## src/hdl/hrhp_pkg.sv

```systemverilog
// ----------------------------------------------------------------------------
// HTTP request header parser package
// Shared widths, role and error codes, parser state and result types.
// ----------------------------------------------------------------------------
package hrhp_pkg;

	localparam int BLOCK_COUNT_BITS = 16;
	localparam int MAX_BYTES_BITS   = 16;
	localparam int CMP_BITS = (BLOCK_COUNT_BITS > MAX_BYTES_BITS) ?
		BLOCK_COUNT_BITS : MAX_BYTES_BITS;

	localparam logic [3:0] ROLE_METHOD     = 4'd0;
	localparam logic [3:0] ROLE_SEP        = 4'd1;
	localparam logic [3:0] ROLE_RESOURCE   = 4'd2;
	localparam logic [3:0] ROLE_QUERY_MARK = 4'd3;
	localparam logic [3:0] ROLE_QUERY      = 4'd4;
	localparam logic [3:0] ROLE_VERSION    = 4'd5;
	localparam logic [3:0] ROLE_HEADER     = 4'd6;
	localparam logic [3:0] ROLE_LINE_END   = 4'd7;
	localparam logic [3:0] ROLE_BLOCK_END  = 4'd8;
	localparam logic [3:0] ROLE_IGNORED    = 4'd9;

	localparam logic [1:0] ERR_NONE      = 2'd0;
	localparam logic [1:0] ERR_MALFORMED = 2'd1;
	localparam logic [1:0] ERR_TOO_LONG  = 2'd2;

	localparam logic [1:0] MTH_NONE    = 2'd0;
	localparam logic [1:0] MTH_GET     = 2'd1;
	localparam logic [1:0] MTH_POST    = 2'd2;
	localparam logic [1:0] MTH_OPTIONS = 2'd3;

	localparam logic [0:0] KIND_DATA    = 1'b0;
	localparam logic [0:0] KIND_RESTART = 1'b1;

	localparam logic [3:0] PH_METHOD = 4'd0;

	typedef struct packed {
		logic [3:0]                  phase;
		logic [3:0]                  method_len;
		logic [2:0]                  method_match;
		logic [1:0]                  method_reg;
		logic [1:0]                  line_len;
		logic [BLOCK_COUNT_BITS-1:0] block_count;
		logic [1:0]                  version_index;
		logic                        version_reg;
		logic [1:0]                  error_reg;
		logic [7:0]                  header_count;
	} parse_state_t;

	typedef struct packed {
		logic [7:0] byte_out;
		logic [3:0] role;
		logic [1:0] method_code;
		logic       version_is_10;
		logic [1:0] error_code;
		logic       block_done;
		logic [7:0] header_lines;
	} parse_result_t;

	localparam parse_state_t STATE_CLEAR = '{
		phase:         PH_METHOD,
		method_len:    4'd0,
		method_match:  3'b111,
		method_reg:    MTH_NONE,
		line_len:      2'd0,
		block_count:   '0,
		version_index: 2'd0,
		version_reg:   1'b0,
		error_reg:     ERR_NONE,
		header_count:  8'd0
	};

	localparam logic [MAX_BYTES_BITS-1:0] MAX_BYTES_RESET = 16'd4096;

endpackage

```

## src/hdl/http_request_header_parser_core.sv

```systemverilog
// ----------------------------------------------------------------------------
// HTTP request header parser core
// Splits a request byte stream into lines, parses the request line and tags
// every byte with its role, one byte per cycle while the output is not stalled.
// ----------------------------------------------------------------------------
//  Channel   Direction  Handshake          Payload
//  in        sink       in_valid/in_stall  kind, data_byte
//  out       source     out_valid/out_stall byte_out, role, method_code,
//                                          version_is_10, error_code,
//                                          block_done, header_lines
//  cfg       sink       cfg_valid/cfg_ready cfg_data (max_header_bytes)
//
// A request passes an input register and then a result register, from which
// its result is shown. One request is taken every cycle while the output
// is not stalled.
// The parser state updates in the cycle a request moves into the result register.
// Reset clears the parser state and sets max_header_bytes to 4096.
// A stalled output holds its result; the input stalls only while both
// registers are full and the output is stalled.
// ----------------------------------------------------------------------------
module http_request_header_parser_core
	import hrhp_pkg::*;
(
	input  logic                      clk,
	input  logic                      arst_n,
	input  logic                      in_valid,
	output logic                      in_stall,
	input  logic                      kind,
	input  logic [7:0]                data_byte,
	output logic                      out_valid,
	input  logic                      out_stall,
	output logic [7:0]                byte_out,
	output logic [3:0]                role,
	output logic [1:0]                method_code,
	output logic                      version_is_10,
	output logic [1:0]                error_code,
	output logic                      block_done,
	output logic [7:0]                header_lines,
	input  logic                      cfg_valid,
	output logic                      cfg_ready,
	input  logic [MAX_BYTES_BITS-1:0] cfg_data
);

	parse_state_t              state_q;
	parse_state_t              state_nxt;
	parse_result_t             res_nxt;
	parse_result_t             res_s2;
	logic [MAX_BYTES_BITS-1:0] max_bytes_q;
	logic                      valid_s1;
	logic                      kind_s1;
	logic [7:0]                byte_s1;
	logic                      valid_s2;
	logic                      advance;

	assign advance   = valid_s1 && (!valid_s2 || !out_stall);
	assign in_stall  = valid_s1 && !advance;
	assign cfg_ready = 1'b1;

	hrhp_step u_step (
		.st               (state_q),
		.max_header_bytes (max_bytes_q),
		.kind             (kind_s1),
		.data_byte        (byte_s1),
		.nxt              (state_nxt),
		.res              (res_nxt)
	);

	always_ff @(posedge clk or negedge arst_n) begin
		if (!arst_n) begin
			max_bytes_q <= MAX_BYTES_RESET;
		end else if (cfg_valid && cfg_ready) begin
			max_bytes_q <= cfg_data;
		end
	end

	always_ff @(posedge clk or negedge arst_n) begin
		if (!arst_n) begin
			valid_s1 <= 1'b0;
			valid_s2 <= 1'b0;
			state_q  <= STATE_CLEAR;
		end else begin
			if (in_valid && !in_stall) begin
				valid_s1 <= 1'b1;
			end else if (advance) begin
				valid_s1 <= 1'b0;
			end
			if (advance) begin
				valid_s2 <= 1'b1;
				state_q  <= state_nxt;
			end else if (!out_stall) begin
				valid_s2 <= 1'b0;
			end
		end
	end

	always_ff @(posedge clk) begin
		if (in_valid && !in_stall) begin
			kind_s1 <= kind;
			byte_s1 <= data_byte;
		end
		if (advance) begin
			res_s2 <= res_nxt;
		end
	end

	assign out_valid     = valid_s2;
	assign byte_out      = res_s2.byte_out;
	assign role          = res_s2.role;
	assign method_code   = res_s2.method_code;
	assign version_is_10 = res_s2.version_is_10;
	assign error_code    = res_s2.error_code;
	assign block_done    = res_s2.block_done;
	assign header_lines  = res_s2.header_lines;

endmodule

```

## src/hdl/hrhp_step.sv

```systemverilog
// ----------------------------------------------------------------------------
// HTTP request header parser step logic
// Computes the next parser state and the result for one request.
// ----------------------------------------------------------------------------
module hrhp_step
	import hrhp_pkg::*;
(
	input  parse_state_t                st,
	input  logic [MAX_BYTES_BITS-1:0]   max_header_bytes,
	input  logic                        kind,
	input  logic [7:0]                  data_byte,
	output parse_state_t                nxt,
	output parse_result_t               res
);

	localparam logic [3:0] PH_RESOURCE = 4'd1;
	localparam logic [3:0] PH_QUERY    = 4'd2;
	localparam logic [3:0] PH_VSEARCH  = 4'd3;
	localparam logic [3:0] PH_VCHECK   = 4'd4;
	localparam logic [3:0] PH_VREST    = 4'd5;
	localparam logic [3:0] PH_HEADERS  = 4'd6;
	localparam logic [3:0] PH_DONE     = 4'd7;
	localparam logic [3:0] PH_ERROR    = 4'd8;

	localparam logic [7:0] CH_NL    = 8'h0A;
	localparam logic [7:0] CH_SPACE = 8'h20;
	localparam logic [7:0] CH_QMARK = 8'h3F;
	localparam logic [7:0] CH_SLASH = 8'h2F;

	function automatic logic [7:0] get_char(input logic [1:0] pos);
		case (pos)
			2'd0:    get_char = 8'h47;
			2'd1:    get_char = 8'h45;
			2'd2:    get_char = 8'h54;
			default: get_char = 8'h00;
		endcase
	endfunction

	function automatic logic [7:0] post_char(input logic [1:0] pos);
		case (pos)
			2'd0:    post_char = 8'h50;
			2'd1:    post_char = 8'h4F;
			2'd2:    post_char = 8'h53;
			default: post_char = 8'h54;
		endcase
	endfunction

	function automatic logic [7:0] opt_char(input logic [2:0] pos);
		case (pos)
			3'd0:    opt_char = 8'h4F;
			3'd1:    opt_char = 8'h50;
			3'd2:    opt_char = 8'h54;
			3'd3:    opt_char = 8'h49;
			3'd4:    opt_char = 8'h4F;
			3'd5:    opt_char = 8'h4E;
			3'd6:    opt_char = 8'h53;
			default: opt_char = 8'h00;
		endcase
	endfunction

	function automatic logic [7:0] v10_char(input logic [1:0] pos);
		case (pos)
			2'd0:    v10_char = 8'h31;
			2'd1:    v10_char = 8'h2E;
			2'd2:    v10_char = 8'h30;
			default: v10_char = 8'h00;
		endcase
	endfunction

	logic [BLOCK_COUNT_BITS-1:0] count_inc;
	logic                        overflow;
	logic [2:0]                  match_nxt;
	logic [1:0]                  method_end;
	logic [3:0]                  role;

	always_comb begin
		count_inc = (st.block_count != '1) ? st.block_count + 1'b1 : st.block_count;
		overflow  = CMP_BITS'(count_inc) > CMP_BITS'(max_header_bytes);

		match_nxt = st.method_match;
		if (!(st.method_len < 4'd3 && get_char(st.method_len[1:0]) == data_byte)) begin
			match_nxt[0] = 1'b0;
		end
		if (!(st.method_len < 4'd4 && post_char(st.method_len[1:0]) == data_byte)) begin
			match_nxt[1] = 1'b0;
		end
		if (!(st.method_len < 4'd7 && opt_char(st.method_len[2:0]) == data_byte)) begin
			match_nxt[2] = 1'b0;
		end

		if (st.method_match[0] && st.method_len == 4'd3) begin
			method_end = MTH_GET;
		end else if (st.method_match[1] && st.method_len == 4'd4) begin
			method_end = MTH_POST;
		end else if (st.method_match[2] && st.method_len == 4'd7) begin
			method_end = MTH_OPTIONS;
		end else begin
			method_end = MTH_NONE;
		end

		nxt = st;
		role = ROLE_IGNORED;
		res.block_done = 1'b0;

		if (kind == KIND_RESTART) begin
			nxt = STATE_CLEAR;
		end else if (st.phase != PH_DONE && st.phase != PH_ERROR) begin
			nxt.block_count = count_inc;
			if (overflow) begin
				nxt.error_reg = ERR_TOO_LONG;
				nxt.phase = PH_ERROR;
			end else if (data_byte == CH_NL) begin
				role = ROLE_LINE_END;
				nxt.line_len = 2'd0;
				if (st.line_len < 2'd2) begin
					nxt.phase = PH_DONE;
					role = ROLE_BLOCK_END;
					res.block_done = 1'b1;
				end else if (st.phase == PH_HEADERS) begin
					if (st.header_count != 8'hFF) begin
						nxt.header_count = st.header_count + 8'd1;
					end
				end else if (st.phase == PH_VCHECK || st.phase == PH_VREST) begin
					nxt.phase = PH_HEADERS;
				end else begin
					nxt.error_reg = ERR_MALFORMED;
					nxt.phase = PH_ERROR;
				end
			end else begin
				if (st.line_len < 2'd2) begin
					nxt.line_len = st.line_len + 2'd1;
				end
				case (st.phase)
					PH_METHOD: begin
						if (data_byte == CH_SPACE) begin
							nxt.method_reg = method_end;
							nxt.phase = PH_RESOURCE;
							role = ROLE_SEP;
						end else begin
							nxt.method_match = match_nxt;
							if (st.method_len != 4'd15) begin
								nxt.method_len = st.method_len + 4'd1;
							end
							role = ROLE_METHOD;
						end
					end
					PH_RESOURCE: begin
						if (data_byte == CH_SPACE) begin
							nxt.phase = PH_VSEARCH;
							role = ROLE_SEP;
						end else if (data_byte == CH_QMARK) begin
							nxt.phase = PH_QUERY;
							role = ROLE_QUERY_MARK;
						end else begin
							role = ROLE_RESOURCE;
						end
					end
					PH_QUERY: begin
						if (data_byte == CH_SPACE) begin
							nxt.phase = PH_VSEARCH;
							role = ROLE_SEP;
						end else begin
							role = ROLE_QUERY;
						end
					end
					PH_VSEARCH: begin
						if (data_byte == CH_SLASH) begin
							nxt.phase = PH_VCHECK;
							nxt.version_index = 2'd0;
						end
						role = ROLE_VERSION;
					end
					PH_VCHECK: begin
						if (st.version_index < 2'd3 &&
								data_byte == v10_char(st.version_index)) begin
							nxt.version_index = st.version_index + 2'd1;
							if (st.version_index == 2'd2) begin
								nxt.version_reg = 1'b1;
								nxt.phase = PH_VREST;
							end
						end else begin
							nxt.phase = PH_VREST;
						end
						role = ROLE_VERSION;
					end
					PH_VREST: begin
						role = ROLE_VERSION;
					end
					default: begin
						role = ROLE_HEADER;
					end
				endcase
			end
		end

		res.byte_out      = (kind == KIND_RESTART) ? 8'h00 : data_byte;
		res.role          = role;
		res.method_code   = nxt.method_reg;
		res.version_is_10 = nxt.version_reg;
		res.error_code    = nxt.error_reg;
		res.header_lines  = nxt.header_count;
	end

endmodule

```

## config.mk

```make
export PLATFORM = sky130hd
export DESIGN_NAME = http_request_header_parser_core
export DESIGN_NICKNAME = d
export VERILOG_FILES = /design/src/hdl/hrhp_pkg.sv /design/src/hdl/http_request_header_parser_core.sv /design/src/hdl/hrhp_step.sv
export SDC_FILE = /design/constraint.sdc
export NUM_CORES = 1
export LEC_CHECK = 0
export BUFFER_PORTS_ARGS = -buffer_cell sky130_fd_sc_hd__buf_4
export CORE_MARGIN = 2
export CORE_UTILIZATION = 42
export DETAILED_ROUTE_END_ITERATION = 10
export GPL_ROUTABILITY_DRIVEN = 0
export GPL_TIMING_DRIVEN = 0
export MAX_ROUTING_LAYER = met4
export PLACE_DENSITY_LB_ADDON = 0.25
export SETUP_SLACK_MARGIN = 0.2
export SYNTH_ARGS = -nofsm -noshare
export SYNTH_HDL_FRONTEND = slang
export SYNTH_SLANG_ARGS = --single-unit
```

## constraint.sdc

```tcl
create_clock -name clk -period 10.05 [get_ports clk]
set_input_delay 0.5025 -clock clk [delete_from_list [all_inputs] [get_ports clk]]
set_output_delay 0.5025 -clock clk [all_outputs]
set_load 0.05 [all_outputs]
```

; ---- Yosys cells after proc, flatten, opt, wreduce, memory -nomap -nowiden
; Cells that the tools add are included.
[totals]
mem_bits_rw = 0
elab_cells = 190
memories = 0
latch_bits = 0
mem_bits_ro = 0
input_bits = 30
regBits = 97
[classes]
magnitude_cmp = 6
shift = 0
reduce_logical = 40
div_mod_pow = 0
addsub = 5
bitwise = 2
n_mul = 0
mux = 66
n_eq_ne = 47
[ops]
columns = op, n
row1 = 2-to-1 mux 44 bit, 2
row2 = 2-to-1 mux 8 bit, 8
row3 = 2-to-1 mux 4 bit, 15
row4 = case mux 7 bit (6 select lines), 1
row5 = AND reduction 7 bit, 5
row6 = == test 7 x 8 -> 1 bit, 3
row7 = "== test 8 x 6 -> 1 bit, second input constant", 3
row8 = 2-to-1 mux 2 bit, 11
row9 = case mux 7 bit (3 select lines), 1
row10 = "== test 4 x 3 -> 1 bit, second input constant", 5
row11 = 2-to-1 mux 10 bit, 2
row12 = case mux 4 bit (5 select lines), 1
row13 = 2-to-1 mux 9 bit, 2
row14 = case mux 6 bit (3 select lines), 1
row15 = "adder 16 x 1 -> 16 bit, second input constant", 1
row16 = > comparator 16 bit, 1
row17 = 2-to-1 mux 16 bit, 1
row18 = "!= test 16 bit, second input constant", 1
row19 = case mux 4 bit (4 select lines), 1
row20 = "!= test 5 x 2 -> 1 bit, second input constant", 3
row21 = case mux 5 bit (3 select lines), 1
row22 = "== test 4 x 2 -> 1 bit, second input constant", 3
row23 = 2-to-1 mux 1 bit, 12
row24 = 2-to-1 mux 3 bit, 4
row25 = other kinds (43), 78

; ---- Depth between registers and ports, before layout
; Gate-level depths: netlist of run 1.
[logic_depth]
depth_word = 15
mapped_depth = 17
mapped_depth_nobuf = 14

; ---- Hierarchy
; A second synthesis of run 1 with hierarchy kept.
[hier_totals]
cells_unflattened = 619
area_unflattened_um2 = 6394.9
[modules_own_cells]
columns = module, area_per_inst_um2, cells_each, seq_area_each_um2, n_inst
row1 = http_request_header_parser_core, 3583.4, 172, 2607.5, 1
row2 = hrhp_step, 2811.4, 447, 0.0, 1

; ---- Worst setup path before layout of run 1
; No wires, ideal clock.
[synth_path]
path_type = reg-to-reg
startpoint = reg state_q[16] in the netlist's numbering
endpoint = reg state_q[39] in the netlist's numbering
synth_period_minus_slack_ns = 4.167
path_buffers = 2
t_required_ns = 9.946
path_stages_with_launch = 17
arrival_ns = 4.063
setup_slack_ns = 5.883
path_cell_list = dfrtp_1 > clkbuf_1 > and4_1 > and4_1 > clkbuf_1 > nand3_1 > or2_2 > nor2_1 > mux2_2 > ha_1 > nand4_1 > nor3_1 > a2111oi_4 > a31oi_2 > nor3_1 > nand3_1 > o41ai_2
[synth_between]
elab_chain_len = 5
[synth_lines]
columns = element, line_no
row1 = start: declaration, http_request_header_parser_core.sv:44  ; parse_state_t state_q;
row2 = start signal: assignment, http_request_header_parser_core.sv:89  ; state_q <= state_nxt;
row3 = adder 16 x 1 -> 16 bit / != test 16 bit (equally long branches), hrhp_step.sv:77  ; count_inc = (st.block_count != '1) ? st.block_count + 1'b1 : st.block_count;
row4 = 2-to-1 mux 16 bit *, hrhp_step.sv:77
row5 = > comparator 16 bit *, hrhp_step.sv:78  ; overflow = CMP_BITS'(count_inc) > CMP_BITS'(max_header_bytes);
row6 = != test 2 bit (no source line) *, -
row7 = AND reduction 7 bit (no source line) *, -
; Mark *: on every way between the ends. The rest lies on a longest branch, timed or not.
; A chain may end at the register's enable or synchronous reset.

; ---- Worst setup path in the final report of run 1
[layout_path]
startpoint = reg state_q[16] in the netlist's numbering
endpoint = reg res_s2 (netlist bit role[0]) (data pin)
[layout_between]
elab_chain_len = 4
[layout_lines]
columns = element, line_no
row1 = adder 16 x 1 -> 16 bit / != test 16 bit (equally long branches), hrhp_step.sv:77
row2 = 2-to-1 mux 16 bit *, hrhp_step.sv:77
row3 = > comparator 16 bit *, hrhp_step.sv:78
row4 = OR reduction 3 bit (no source line) *, -
row5 = end signal: assignment, http_request_header_parser_core.sv:102  ; res_s2 <= res_nxt;
row6 = end: declaration, http_request_header_parser_core.sv:47  ; parse_result_t res_s2;
; Marks and branches as above.

==> results of run 1 <==
## path summary, 6_finish.rpt
| check | cells after the start | to | slack, ns |
|---|---|---|---|
| max | 15 | role[0] | 4.90 |
| min | 1 | max_bytes_q[15] | 0.24 |
| max reg2reg | 15 | role[0] | 4.90 |
| min reg2reg | 2 | state_q[10] | 0.48 |
| max in group asynchronous | 1 | state_q[38] | 9.27 |
| min in group clk | 1 | kind_s1 | 0.32 |
## power by group through the flow
stage	sequential, uW	clock, uW	combinational [uW]
floorplan	533	0	219
global placement	504	0	329
detailed placement	505	0	338
CTS	498	382	340
global route	505	393	380
finish	499	373	341
## layout by cell type, fill, tap and decap left out, types with 7 or more instances in the layout
cell,count
nand4_1,8
o21ai_0,50
nand2_1,78
dfrtp_1,58
xnor2_1,11
nor2_1,39
nor2b_1,9
nand3_1,28
nor4_1,9
ha_1,29
clkbuf_16,9
buf_4,60
xor2_1,7
a21oi_1,29
inv_1,35
and3_1,8
a31oi_1,17
nor3_1,14
mux2i_1,9
and2_1,9
clkbuf_1,20
nand2b_1,7
edfxtp_1,35
## sequential cells by signal, summed over array words and instances, names as in the netlist
signal,count
error_code,2
kind_s1,1
out_valid,1
block_done,1
method_code,2
byte_s1,8
state_q,44
role,4
byte_out,8
version_is_10,1
header_lines,8
max_bytes_q,16
valid_s1,1
## final cells by class
cell class | count | area share
buffer | 30 | 0.0209
clock buffer | 11 | 0.0346
clock inverter | 5 | 0.0128
inverter | 36 | 0.0201
multi-input combinational | 449 | 0.427
sequential | 97 | 0.388
tap | 176 | 0.0328
timing repair buffer | 57 | 0.0637
## logic make-up (layout without fill, tap and decap cells)
group | Yosys count | after routing | synth area share
multiplexers | 17 | 17 | 0.0333
AO/OA/AOI/OAI | 151 | 151 | 0.173
buffers and inverters | 66 | 139 | 0.0476
AND/OR/NAND/NOR | 233 | 233 | 0.202
other | 1 | 1 | 0.000652
adder cells (fa/ha/maj) | 29 | 29 | 0.0631
XOR/XNOR | 18 | 18 | 0.0274
flip-flops | 97 | 97 | 0.453
## stage by stage
stage          instances   util
6_report             861  0.505
5_1_grt              861  0.505
4_1_cts              861  0.505
3_5_place_dp         845  0.481
3_3_place_gp         845  0.481
2_1_floorplan        612      -
## routing by layer
metal | vias up | wire, um | part of all wire | GRT usage
li1 | 2364 | - | - | -
met1 | 2301 | 5910 | 0.45 | 0.256
met3 | 22 | 647 | 0.049 | 0.0277
met2 | 141 | 6410 | 0.48 | 0.313
met5 | - | 0 | 0 | -
met4 | 0 | 271 | 0.020 | 0.0814
## worst max-delay path: cells and delay by family (launching register included)
family                     cells  cell delay, ns
muxes                          1            0.36
buffers and inverters          2            0.50
DFF                            1            0.32
and+or+nand+nor                8            2.23
adders and majority gates      1            0.28
AOI/OAI and AO/OA              3            1.08
## cells in the mapped netlist, types with 7 or more instances
cell      count
clkbuf_1     19
dfrtp_1      58
nand2_1      78
a21oi_1      29
ha_1         29
a31oi_1      17
mux2i_1       9
o21ai_0      50
xor2_1        7
and2_1        9
nor3_1       14
nand2b_1      7
nand3_1      28
and3_1        8
nor4_1        9
nor2_1       39
inv_1        35
edfxtp_1     35
xnor2_1      11
nand4_1       8
nor2b_1       9
==> metrics.yaml, run 1 <==
status: "completed"
timing.final.ws_setup_ns: 4.90
cap_viol_max_count: 0
slowest_delay_ns: 0.91
cts_buffer_depth: 2
final-seq-area_sq_um: 2610
yosysWarnings: 0
clkSinkCount: 97
grt_pass1_wl_mm: 22.4
setup_viol: 0
hold_class: "input pin to asynchronous set/reset pin"
ant_nets: 0
place_area_sq_um: 6400
seq_power_share: 0.411
io_pins: 59
syn2layout_area_growth_pct: 16.8
reg2reg_from: "state_q[16]"
hold_violations: 0
io_buffers: 57
synth_top_area_frac: 0.252
synth_seq_cells: 97
critPathArrivalTime_ns: 5.14
synthArstFlopShare: 0.639
path_clk_slew_ns: 0.07
fmax_ghz: 0.194
synth.area.top_cells: "dfrtp_1, edfxtp_1, ha_1, nand2_1, o21ai_0"
overflow: 0
num-fill-cells: 1245
tightest_slew_ns: 1.04
power_per_cell_area_nw_per_um2: 181
start_util: 0.433
required_ns: 10.04
n_antenna_cell: 0
dieArea_sq_um: 14600
startpoint: "state_q[16]"
core_sq_um: 13300
routedWlPerCell_um: 15.4
leakagePower_uw: 0.00283
rsz0062_at_grt: "no"
total_power_uw: 1210
combPwrFrac: 0.282
h-tree-depth: 3
finalSetupTns_ns: 0
placementRows: 42
fin_nets: 739
ctsResizeCount: 0
dieWidth_um: 121
antenna_found_initial: 0
p_sw_frac: 0.332
via_count: 4828
post_cts_buffers: 0
synth_nets: 671
cts_inserted_buffers: 9
cts_tree: "yes"
cpMaxStageDelayCell: "nor3_1"
grt_max_degree: 63
grt_pass1_vias: 4614
finalClockSkew_ns: 0.0112
fin_crit_ns: 5.15
p_sw_uw: 402
holdWs_ns: 0.240
power_frac_clock: 0.307
drive_gt1_frac: 0.162
wirelength_mm: 13.2
hpwl_mm: 9.56
cts_hold_buf: 0
vias_per_cell: 5.61
firstDrtPassIters: 5
die_y_um: 121
period_share: 0.513
ir_drop_mv: 0.0710
slew_violations: 0
design_area_sq_um: 6720
multi_input_comb_area_sq_um: 2870
dp_slack_ns: 4.97
netlist_area_sq_um: 5750
cp-end-kind: "flop"
ys_seq_area_frac: 0.453
synthCells: 612
synthDistinctLibCells: 68
critPathLaunchType: "flop"
relSlewSlack: 0.304
intPower_uw: 811
yosys.area.top_type: "dfrtp_1"
postSynthAreaPerCell_sq_um: 9.40
clk_latency_ns: 0.36
synth_edf_count: 35
drc: 0
cp_max_fo: 9
synthFlopType: "dfrtp_1"
critical_path_class: "flop to flop"
clockRootBuffer: "clkbuf_16"
drtIter0Drc: 308
grt_use_total: 0.198
path_cells: "clkbuf_1 > and4_1 > and4_1 > clkbuf_1 > nand3_1 > or2_2 > nor2_1 > mux2_2 > ha_1 > nand4_1 > nor3_1 > a2111oi_4 > a31oi_2 > nor3_1 > o311ai_0"
Note: power is estimated with default switching activity, not from simulation.
==> inputs of run 2 (changes only) <==
==> constraint.sdc (replaced) <==
create_clock -name clk -period 4.8 [get_ports clk]
set_input_delay 0.24 -clock clk [delete_from_list [all_inputs] [get_ports clk]]
set_output_delay 0.24 -clock clk [all_outputs]
set_load 0.05 [all_outputs]
==> run 2 against run 1 <==
Net effect: clock-buffer cell count is the same; hold slack lost 0.27 ns; critical path depth grew 2; final cell count grew 0.35%; clock skew grew 0.0026 ns; the run now ends with hold timing left; sequential cell count is the same; first-iteration DRC count grew 16%; global-route usage grew 0.10 points; setup slack lost 4.5 ns; sequential power grew 110%; via count shrank 0.62%.
==> metrics.yaml, run 2 (synthesis results as in run 1) <==
status: "finished, violations left"  # was completed
violations: "hold timing"
cts_inserted_buffers: 9  # unchanged
relSlewSlack: 0.379  # was 0.304
final_cell_mix: "nand2_1, buf_4, dfrtp_1"  # unchanged
ir_drop_mv: 0.157  # was 0.0710 mV
hold_violations: 47  # was 0
grt_max_degree: 63  # unchanged
dieWidth_um: 121  # unchanged
dieArea_sq_um: 14600  # unchanged
clockRootBuffer: "clkbuf_16"  # unchanged
critical_path_depth: 17  # was 15
grt_pass1_wl_mm: 22.5  # was 22.4 mm
tightest_slew_ns: 0.924  # was 1.04 ns
critPathLaunchType: "flop"  # unchanged
path_cells: "clkbuf_2 > and4_4 > and4_1 > clkbuf_2 > nand3_1 > or2_2 > nor2_1 > mux2_2 > ha_1 > nand4_1 > nor4_2 > and2_1 > a31oi_4 > buf_4 > or4_4 > and2_1 > o41ai_2"  # was clkbuf_1 > and4_1 > and4_1 > clkbuf_1 > nand3_1 > or2_2 > nor2_1 > mux2_2 > ha_1 > nand4_1 > nor3_1 > a2111oi_4 > a31oi_2 > nor3_1 > o311ai_0
fin_nets: 742  # was 739
period_share: 0.908  # was 0.513
cp-end-kind: "flop"  # unchanged
cts_buffer_depth: 2  # unchanged
cp_max_fo: 9  # unchanged
power_per_cell_area_nw_per_um2: 375  # was 181 nW/um^2
grt_use_total: 0.199  # was 0.198
cpMaxStageDelayCell: "or4_4"  # was nor3_1
fmax_ghz: 0.229  # was 0.194 GHz
routedWlPerCell_um: 15.4  # about the same
cts_tree: "yes"  # unchanged
clk_latency_ns: 0.36  # about the same
holdWs_ns: -0.0297  # was 0.240 ns
h-tree-depth: 3  # unchanged
cap_viol_max_count: 0  # unchanged
required_ns: 5.05  # was 10.04 ns
hold_class: "input pin to asynchronous set/reset pin"  # unchanged
drc: 0  # unchanged
setup_viol: 0  # unchanged
wirelength_mm: 13.3  # was 13.2 mm
leakagePower_uw: 0.00286  # was 0.00283 uW
path_delay_family: "simple AND/OR/NAND/NOR gates"  # unchanged
grt_pass1_vias: 4649  # was 4614
placementRows: 42  # unchanged
cts_hold_buf: 0  # unchanged
largest_register: "state_q"  # unchanged
critPathArrivalTime_ns: 4.61  # was 5.14 ns
die_y_um: 121  # unchanged
ant_nets: 0  # unchanged
rsz0062_at_grt: "yes"  # was no
reg_top3: "state_q (44), max_bytes_q (16)"  # unchanged
finalClockSkew_ns: 0.0137  # was 0.0112 ns
hpwl_mm: 9.56  # unchanged
via_count: 4798  # was 4828
overflow: 0  # unchanged
firstDrtPassIters: 5  # unchanged
drive_gt1_frac: 0.179  # was 0.162
io_pins: 59  # unchanged
io_buffers: 57  # unchanged
core_sq_um: 13300  # unchanged
fin_crit_ns: 4.36  # was 5.15 ns
finalSetupTns_ns: 0  # unchanged
fin_util: 0.511  # was 0.505
slew_violations: 0  # unchanged
antenna_found_initial: 0  # unchanged
reg2reg_depth: 17  # was 15
syn2layout_area_growth_pct: 18.2  # was 16.8%
start_util: 0.433  # unchanged
largest_reg_flops: 44  # unchanged
n_antenna_cell: 0  # unchanged
critical_path_class: "flop to flop"  # unchanged
drtIter0Drc: 357  # was 308
clkSinkCount: 97  # unchanged
vias_per_cell: 5.55  # was 5.61
path_buf_inv: 3  # was 2
mostFrequentLayoutCell: "nand2_1"  # unchanged
slowest_delay_ns: 0.56  # was 0.91 ns
path_clk_slew_ns: 0.07  # about the same
-- run 2: cell count changes in the layout (fill, tap and decap cells not counted), moves of 2 or more --
cell	change
nor3_1	-2
buf_4	+3
a21oi_1	-2
clkbuf_2	+2
clkbuf_1	-2
-- run 2: report_power, final --
| part | switching (uW) | internal [uW] | total, uW |
|---|---|---|---|
| Combinational | 452 | 267 | 720 |
| Sequential | 72.6 | 971 | 1040 |
| Clock | 323 | 462 | 785 |
-- run 2: area by class of cell --
cell class | instances | area, sq um
sequential | 97 | 2610
tap | 176 | 220
clock buffer | 11 | 233
buffer | 30 | 145
clock inverter | 5 | 86.3
fill | 1245 | 6500
inverter | 36 | 135
multi-input combinational | 449 | 2920
timing repair buffer | 60 | 450
-- run 2: per-layer routing --
metal | up-vias | track usage | routed length, um
li1 | 2360 | - | -
met1 | 2275 | 0.255 | 6010
met2 | 143 | 0.317 | 6500
met3 | 20 | 0.0287 | 587
met4 | 0 | 0.0807 | 252
met5 | - | - | 0
-- run 2: through the flow --
stage	area (sq um)	setup WS [ns]	hold slack (ns)	total power [uW]	instances
floorplan	5750	0.633	-0.0556	1580	612
global placement	6400	-0.263	0.389	1740	845
detailed placement	6400	-0.281	0.395	1770	845
CTS	6760	0.206	0.0116	2550	863
global route	6800	0.191	0.0464	2680	864
finish	6800	0.442	-0.0297	2550	864
-- run 2: worst reg2reg max path, delay by kind of cell, from the launching register on --
kind / cells / cell delay [ns]
simple gates: 10 / 2.46
buf+inv: 3 / 0.59
mux: 1 / 0.36
flops: 1 / 0.33
fa+ha+maj: 1 / 0.29
compound gates: 2 / 0.25
-- run 2: final timing paths --
kind | startpoint | to | slack, ns
setup / recovery | state_q[16] | state_q[39] | 0.44
hold / removal | arst_n | max_bytes_q[15] | -0.03
setup reg to reg | state_q[16] | state_q[39] | 0.44
hold reg to reg | state_q[10] | state_q[10] | 0.48
max in group asynchronous | arst_n | state_q[36] | 4.29
min in group clk | kind | kind_s1 | 0.06
-- run 2: timing repair --
item                                    4_1_cts  5_1_grt
cloned                                        0        0
resized for setup                             4       10
endpoints found under the setup margin       28       41
setup buffers                                 2        1
pin swaps                                     1        3
endpoints found under the hold margin         0        0
